`config.mk`:
```
export PLATFORM = sky130hd
export DESIGN_NAME = graph_depth_first_walk_top
export DESIGN_NICKNAME = d
export VERILOG_FILES = /design/src/gdfw_pkg.sv /design/src/graph_depth_first_walk_top.sv
export VERILOG_INCLUDE_DIRS = /design/src /design/src/src
export SDC_FILE = /design/constraint.sdc
export NUM_CORES = 2
export LEC_CHECK = 0
export BUFFER_PORTS_ARGS = -buffer_cell sky130_fd_sc_hd__buf_2
export CAP_MARGIN = 40
export CORE_ASPECT_RATIO = 0.8
export CORE_MARGIN = 2
export CORE_UTILIZATION = 30
export DETAILED_ROUTE_END_ITERATION = 12
export MAX_ROUTING_LAYER = met4
export PLACE_DENSITY_LB_ADDON = 0.08
export SYNTH_ARGS = -nofsm -noshare
export SYNTH_HDL_FRONTEND = slang
export SYNTH_SLANG_ARGS = --single-unit
```
`constraint.sdc`:
```
create_clock -name clk -period 36.3 [get_ports clk]
set_clock_uncertainty 0.1 [all_clocks]
set_input_delay 7.26 -clock clk [delete_from_list [all_inputs] [get_ports clk]]
set_output_delay 7.26 -clock clk [all_outputs]
set_load 0.03 [all_outputs]
```
`src/assert_macros.svh`:
```
// Assertion macros for the RTL of the depth-first walk block.
// Depends on nothing; the user module must declare clk and arst_n.
`ifndef ASSERT_MACROS_SVH
`define ASSERT_MACROS_SVH

// Checks that a property holds at every rising clock edge outside reset.
`define CHK_ALWAYS(label, prop, msg) \
	label: assert property (@(posedge clk) disable iff (!arst_n) (prop)) else $error(msg);

// Checks that a condition in one cycle is followed by a consequence in the next.
`define CHK_NEXT(label, cond, cons, msg) \
	label: assert property (@(posedge clk) disable iff (!arst_n) (cond) |=> (cons)) \
		else $error(msg);

`endif

```
`src/gdfw_pkg.sv`:
```
// Package for the depth-first walk block: transaction payload types,
// mode codes and the sequencer state type. Depends on nothing.
package gdfw_pkg;

	localparam int FIELD_W = 5;
	localparam logic [FIELD_W-1:0] VCOUNT_RESET = 5'd16;

	typedef enum logic [1:0] {
		MODE_CLEAR = 2'd0,
		MODE_ADD   = 2'd1,
		MODE_WALK  = 2'd2
	} mode_t;

	typedef struct packed {
		logic [1:0]         mode;
		logic [FIELD_W-1:0] vertex_a;
		logic [FIELD_W-1:0] vertex_b;
	} in_item_t;

	typedef struct packed {
		logic [FIELD_W-1:0] visited_vertex;
		logic               last;
	} out_item_t;

	typedef enum logic [5:0] {
		ST_IDLE   = 6'b000001,
		ST_POP    = 6'b000010,
		ST_CHECK  = 6'b000100,
		ST_EMIT   = 6'b001000,
		ST_SCAN   = 6'b010000,
		ST_FINISH = 6'b100000
	} state_t;

endpackage

```
`src/graph_depth_first_walk_top.sv`:
```
// Depth-first walk over an undirected graph held as an adjacency bit matrix.
// Depends on gdfw_pkg and assert_macros.svh.
//
// Channel  | Direction | Handshake                  | Payload
// item     | in        | item_valid / item_ready    | gdfw_pkg::in_item_t
// result   | out       | result_valid / result_ready| gdfw_pkg::out_item_t
// cfg      | in        | cfg_we                     | cfg_data (vertex count)
//
// Clear and add complete in the idle state when the item is accepted. A walk
// pops and checks stack entries and scans all C live vertices as neighbours of
// each newly visited vertex, one neighbour per cycle.
// Each visit result leaves through one output register; the final vertex is
// held back until the walk ends so that it can carry the last flag.
// A stalled result port holds the sequencer at its next emission.
// Reset clears the matrix, the marks and the stack pointer at once.
module graph_depth_first_walk_top #(
	parameter int MAX_VERTICES = 16,
	parameter int STACK_DEPTH  = 256
) (
	input  logic                clk,
	input  logic                arst_n,
	input  logic                item_valid,
	output logic                item_ready,
	input  gdfw_pkg::in_item_t  item,
	output logic                result_valid,
	input  logic                result_ready,
	output gdfw_pkg::out_item_t result,
	input  logic                cfg_we,
	input  logic [4:0]          cfg_data
);
	import gdfw_pkg::*;
	`include "assert_macros.svh"

	localparam int VW   = (MAX_VERTICES > 1) ? $clog2(MAX_VERTICES) : 1;
	localparam int CW   = $clog2(MAX_VERTICES + 1);
	localparam int VCW  = (CW > FIELD_W) ? CW : FIELD_W;
	localparam int SAW  = $clog2(STACK_DEPTH);
	localparam int SPW  = $clog2(STACK_DEPTH + 1);

	state_t                  state_q;
	logic [FIELD_W-1:0]      vcount_q;
	logic [MAX_VERTICES-1:0] adj_q [MAX_VERTICES];
	logic [MAX_VERTICES-1:0] marks_q;
	logic [VW-1:0]           stack_mem [STACK_DEPTH];
	logic [VW-1:0]           rd_q;
	logic [SPW-1:0]          sp_q;
	logic [VW-1:0]           cur_u_q;
	logic [VW-1:0]           scan_v_q;
	logic [VW-1:0]           hold_q;
	logic                    hold_valid_q;
	logic                    out_valid_q;
	out_item_t               out_q;

	logic [VCW-1:0] cnt;
	logic [VCW-1:0] a_ext;
	logic [VCW-1:0] b_ext;
	logic           a_ok;
	logic           b_ok;
	logic [VW-1:0]  idx_a;
	logic [VW-1:0]  idx_b;
	logic           accept;
	logic           out_free;
	logic           out_load;
	logic           stack_full;
	logic           push_en;
	logic           scan_end;
	logic           chk_visit;
	logic           wr_en;
	logic [SAW-1:0] wr_addr;
	logic [VW-1:0]  wr_data;
	logic           rd_en;
	logic [SAW-1:0] rd_addr;

	always_comb begin
		if (VCW'(vcount_q) > VCW'(MAX_VERTICES)) begin
			cnt = VCW'(MAX_VERTICES);
		end else begin
			cnt = VCW'(vcount_q);
		end
	end

	assign a_ext      = VCW'(item.vertex_a);
	assign b_ext      = VCW'(item.vertex_b);
	assign a_ok       = (item.vertex_a != '0) && (a_ext <= cnt);
	assign b_ok       = (item.vertex_b != '0) && (b_ext <= cnt);
	assign idx_a      = VW'(a_ext - VCW'(1));
	assign idx_b      = VW'(b_ext - VCW'(1));
	assign item_ready = (state_q == ST_IDLE);
	assign accept     = item_valid && item_ready;
	assign out_free   = !out_valid_q || result_ready;
	assign out_load   = out_free && (((state_q == ST_EMIT) && hold_valid_q)
		|| (state_q == ST_FINISH));
	assign stack_full = (sp_q == SPW'(STACK_DEPTH));
	assign push_en    = (state_q == ST_SCAN) && adj_q[cur_u_q][scan_v_q]
		&& !marks_q[scan_v_q] && !stack_full;
	assign scan_end   = (VCW'(scan_v_q) == cnt - VCW'(1));
	assign chk_visit  = (VCW'(rd_q) < cnt) && !marks_q[rd_q];

	always_comb begin
		wr_en   = 1'b0;
		wr_addr = sp_q[SAW-1:0];
		wr_data = scan_v_q;
		if (accept && item.mode == MODE_WALK && a_ok) begin
			wr_en   = 1'b1;
			wr_addr = '0;
			wr_data = idx_a;
		end else if (push_en) begin
			wr_en = 1'b1;
		end
	end

	assign rd_en   = (state_q == ST_POP) && (sp_q != '0);
	assign rd_addr = SAW'(sp_q - SPW'(1));

	always_ff @(posedge clk) begin
		if (wr_en) begin
			stack_mem[wr_addr] <= wr_data;
		end
		if (rd_en) begin
			rd_q <= stack_mem[rd_addr];
		end
	end

	always_ff @(posedge clk or negedge arst_n) begin
		if (!arst_n) begin
			state_q      <= ST_IDLE;
			vcount_q     <= VCOUNT_RESET;
			marks_q      <= '0;
			sp_q         <= '0;
			hold_valid_q <= 1'b0;
			out_valid_q  <= 1'b0;
			for (int r = 0; r < MAX_VERTICES; r++) begin
				adj_q[r] <= '0;
			end
		end else begin
			if (cfg_we) begin
				vcount_q <= cfg_data;
			end
			if (out_load) begin
				out_valid_q <= 1'b1;
			end else if (out_valid_q && result_ready) begin
				out_valid_q <= 1'b0;
			end
			unique case (state_q)
				ST_IDLE: begin
					if (accept) begin
						case (item.mode)
							MODE_CLEAR: begin
								for (int r = 0; r < MAX_VERTICES; r++) begin
									adj_q[r] <= '0;
								end
							end
							MODE_ADD: begin
								if (a_ok && b_ok) begin
									adj_q[idx_a][idx_b] <= 1'b1;
									adj_q[idx_b][idx_a] <= 1'b1;
								end
							end
							MODE_WALK: begin
								if (a_ok) begin
									marks_q <= '0;
									sp_q    <= SPW'(1);
									state_q <= ST_POP;
								end
							end
							default: begin
							end
						endcase
					end
				end
				ST_POP: begin
					if (sp_q == '0) begin
						state_q <= ST_FINISH;
					end else begin
						sp_q    <= sp_q - SPW'(1);
						state_q <= ST_CHECK;
					end
				end
				ST_CHECK: begin
					if (chk_visit) begin
						marks_q[rd_q] <= 1'b1;
						cur_u_q       <= rd_q;
						state_q       <= ST_EMIT;
					end else begin
						state_q <= ST_POP;
					end
				end
				ST_EMIT: begin
					if (!hold_valid_q) begin
						hold_q       <= cur_u_q;
						hold_valid_q <= 1'b1;
						scan_v_q     <= '0;
						state_q      <= ST_SCAN;
					end else if (out_free) begin
						out_q.visited_vertex <= FIELD_W'(VCW'(hold_q) + VCW'(1));
						out_q.last           <= 1'b0;
						hold_q               <= cur_u_q;
						scan_v_q             <= '0;
						state_q              <= ST_SCAN;
					end
				end
				ST_SCAN: begin
					if (push_en) begin
						sp_q <= sp_q + SPW'(1);
					end
					if (scan_end) begin
						state_q <= ST_POP;
					end else begin
						scan_v_q <= scan_v_q + VW'(1);
					end
				end
				ST_FINISH: begin
					if (out_free) begin
						out_q.visited_vertex <= FIELD_W'(VCW'(hold_q) + VCW'(1));
						out_q.last           <= 1'b1;
						hold_valid_q         <= 1'b0;
						state_q              <= ST_IDLE;
					end
				end
				default: begin
					state_q <= ST_IDLE;
				end
			endcase
		end
	end

	assign result_valid = out_valid_q;
	assign result       = out_q;

	`CHK_ALWAYS(a_sp_bound, sp_q <= SPW'(STACK_DEPTH), "stack pointer beyond stack depth")
	`CHK_ALWAYS(a_idle_no_hold, (state_q != ST_IDLE) || !hold_valid_q,
		"held vertex left behind after a walk")
	`CHK_ALWAYS(a_scan_marked, (state_q != ST_SCAN) || marks_q[cur_u_q],
		"scanning neighbours of an unmarked vertex")
	`CHK_NEXT(a_finish_last, (state_q == ST_FINISH) && out_free,
		result_valid && result.last, "walk ended without a final transaction")

endmodule
```
==> results.py <==
metrics = {
    "run_status": {
        "status": "finished clean",
    },
    "setup_path": {
        "start_kind": "input pin",
        "required_ns": 36.62,
        "path_max_fanout": 40,
        "endpoint_kind": "register",
        "worstPathArrival_ns": 11.20,
        "r2r_cells": 10,
        "slowest_stage": "or4b_2",
        "max_stage_delay_ns": 0.68,
        "critical_path.cell_chain": "buf_2 > inv_1 > ha_1 > or4b_2 > and4_1 > nand3_2 > buf_4 > and3b_1 > nand3_2 > buf_4 > nor2_1",
        "crit_type": "in -> reg",
    },
    "clocking": {
        "cts_buffers": 150,
        "cts-root-buf": "clkbuf_16",
        "cts_setup_buffers": 0,
        "worstSkewPairLatency_ns": 0.78,
        "cts_tree": "yes",
        "clockBufferDepth": 3,
        "htree_num_levels": 4,
        "cts.sinks": 1340,
        "holdBufCountCts": 0,
        "clk_pin_slew_worst_paths_ns": 0.06,
        "ctsResizeCount": 0,
    },
    "placed_design": {
        "dp_hpwl_mm": 107.4,
        "place_congestion": 0.8124,
        "io_buffers": 29,
    },
    "routing": {
        "routed_wl_mm": 166.2,
        "final_antenna_net_count": 0,
        "viasPerCell": 5.200,
        "wire_per_inst_um": 27.95,
        "via_count": 30918,
        "drt_iter0_drc": 2959,
        "drc": 0,
        "first_pass_iters": 5,
    },
    "die": {
        "initial_core_util_pct": 30.14,
        "row_count": 142,
        "core_area_um2": 186900,
        "io_pins": 30,
        "design.die.area_um2": 191300,
        "die_w_um": 488.5,
        "die_h_um": 391.6,
    },
    "logic_synthesis": {
        "async_flop_share_pct": 21.94,
        "synth_compound_area_share_pct": 6.644,
        "yosysUniqueCellTypes": 74,
        "synth_most_common_cell": "edfxtp_1",
        "seq_area_frac_synth_pct": 68.83,
        "synthesis.area_um2": 56330,
        "synth_top_area_cell": "edfxtp_1",
        "yosys-mux-area-fraction_pct": 16.12,
        "synth-seq-cells": 1340,
        "ys_warn_count": 0,
        "synthFlopType": "edfxtp_1",
        "synth_adder_area_share_pct": 0.5331,
        "synth_edf_count": 1046,
        "avgSynthCellArea_um2": 17.32,
        "syn_nets": 3299,
        "synth_top_family_by_area": "multiplexers",
        "synthXorXnorAreaFrac_pct": 0.2954,
        "netlist_top_cells_area": "edfxtp_1 (56%), mux4_2 (16%), dfrtp_1 (13%)",
        "synth_cells": 3253,
        "synth_common_cells": "edfxtp_1 (1046), mux4_2 (389), dfrtp_1 (292)",
        "yosys.area_share.simple_pct": 5.384,
        "yosys.area.top_type_share_pct": 55.76,
    },
    "sta": {
        "whs_ns": 0.3806,
        "period_minus_slack_ns": 10.87,
        "rsz0062_at_grt": "false",
        "fmax_mhz": 91.99,
        "final_max_slew_viol_count": 0,
        "final-setup-viol-count": 0,
        "fin_crit_sh_pct": 29.95,
        "tightest_slew_ns": 1.287,
        "hold_viol": 0,
        "setup_tns_ns": 0,
        "max-slew-margin-rel_pct": 14.22,
    },
    "min_path": {
        "whs_path_depth": 1,
        "min_path_type": "reg -> reg",
    },
    "cells_and_area": {
        "nNetsFinal": 3355,
        "area_growth_pct": 15.44,
        "fillCellCount": 17679,
        "fin_util_pct": 34.79,
        "layout-drive-gt1-share_pct": 23.86,
    },
    "grt": {
        "grt_antenna_before_repair": 4,
        "grtUsageTotal_pct": 17.97,
        "first_global_vias": 32274,
        "overflow": 0,
        "grt_pass1_wl_mm": 240.8,
        "grt_max_degree": 201,
    },
    "pwr": {
        "p_leak_nw": 21.74,
        "p_total_mw": 4.622,
        "vdd_drop_max_mv": 0.08020,
        "power_density_nw_per_um2": 71.09,
    },
    "job": {
        "maxCapViolCount": 0,
    },
}
-- worst paths after layout --
check                            from                 to  slack, ns
hold reg to reg            adj_q[248]         adj_q[248]       0.38
setup / recovery              item[5]  stack_mem[183][1]      25.43
hold / removal             adj_q[248]         adj_q[248]       0.38
setup reg to reg           cur_u_q[2]   stack_mem[99][0]      30.07
min in group asynchronous      arst_n        vcount_q[3]       6.33
max in group asynchronous      arst_n         adj_q[187]      27.38
-- worst max-delay path, delay by kind of cell --
family	cells	cell delay (ns)
buf+inv	4	1.21
simple gates	6	2.34
fa+ha+maj	1	0.33
-- stage by stage --
| step | instances | setup slack [ns] | instance area (um2) |
|---|---|---|---|
| floorplan | 3253 | 14.91 | 56330 |
| global placement | 5627 | 24.44 | 59300 |
| detailed placement | 5676 | 24.63 | 60140 |
| CTS | 5943 | 25.51 | 65010 |
| global route | 5944 | 25.29 | 65020 |
| finish | 5946 | 25.43 | 65030 |
-- per-layer routing --
metal | GRT usage, % | up-vias | wire, um
li1 | - | 13102 | -
met1 | 26.21 | 16668 | 79960
met2 | 25.87 | 943 | 73700
met3 | 3.822 | 205 | 9830
met4 | 3.586 | 0 | 2703
met5 | - | - | 0
-- registers in the layout, indices dropped and copies added (netlist names) --
| register | cells |
|---|---|
| stack_mem | 1024 |
| adj_q | 256 |
| marks_q | 16 |
| sp_q | 9 |
| result | 6 |
| state_q | 6 |
| vcount_q | 5 |
| cur_u_q | 4 |
| hold_q | 4 |
| rd_q | 4 |
| scan_v_q | 4 |
| hold_valid_q | 1 |
| result_valid | 1 |
-- cell usage in the layout (no fill, tap or decap), types with 18 or more instances in the layout --
master / netlist / layout
edfxtp_1: 1046 / 1046
mux4_2: 389 / 389
dfrtp_1: 292 / 291
nor2_1: 285 / 283
o21a_1: 195 / 195
clkbuf_16: 0 / 153
nand2_1: 124 / 120
o22ai_1: 90 / 90
buf_4: 11 / 59
inv_1: 46 / 46
nand3_1: 46 / 41
a21oi_1: 41 / 41
nor3_1: 37 / 35
a22o_1: 33 / 33
a31oi_1: 31 / 31
clkbuf_1: 140 / 30
buf_2: 59 / 29
clkinv_1: 1 / 26
mux2i_1: 25 / 25
nor2_2: 23 / 25
ha_1: 24 / 23
clkinv_2: 0 / 22
buf_8: 0 / 22
and2_1: 21 / 21
o21bai_1: 21 / 21
nor2b_1: 18 / 18
-- kinds of logic after synthesis --
logic type | count (synthesis)
AO/OA/AOI/OAI | 520
XOR/XNOR | 19
adder cells (fa/ha/maj) | 24
buffers and inverters | 282
flip-flops | 1340
multiplexers | 419
AND/OR/NAND/NOR | 649
-- power by group --
part           internal, mW  leakage [nW]  switching [mW]
registers              1.69          13.5          0.0279
clock network         0.877          2.38           0.637
logic                 0.602          5.89           0.791
-- cell type report --
type	instances	area [um2]	share of cell area (%)
multi-input combinational	1631	16510	25.39
tap	2520	3153	4.849
clock inverter	77	827.0	1.272
clock buffer	190	4038	6.209
inverter	47	176.4	0.2713
sequential	1340	38770	59.63
timing repair buffer	139	1545	2.376
antenna	2	5.005	0.007697
Power figures use the tool's default switching activity.
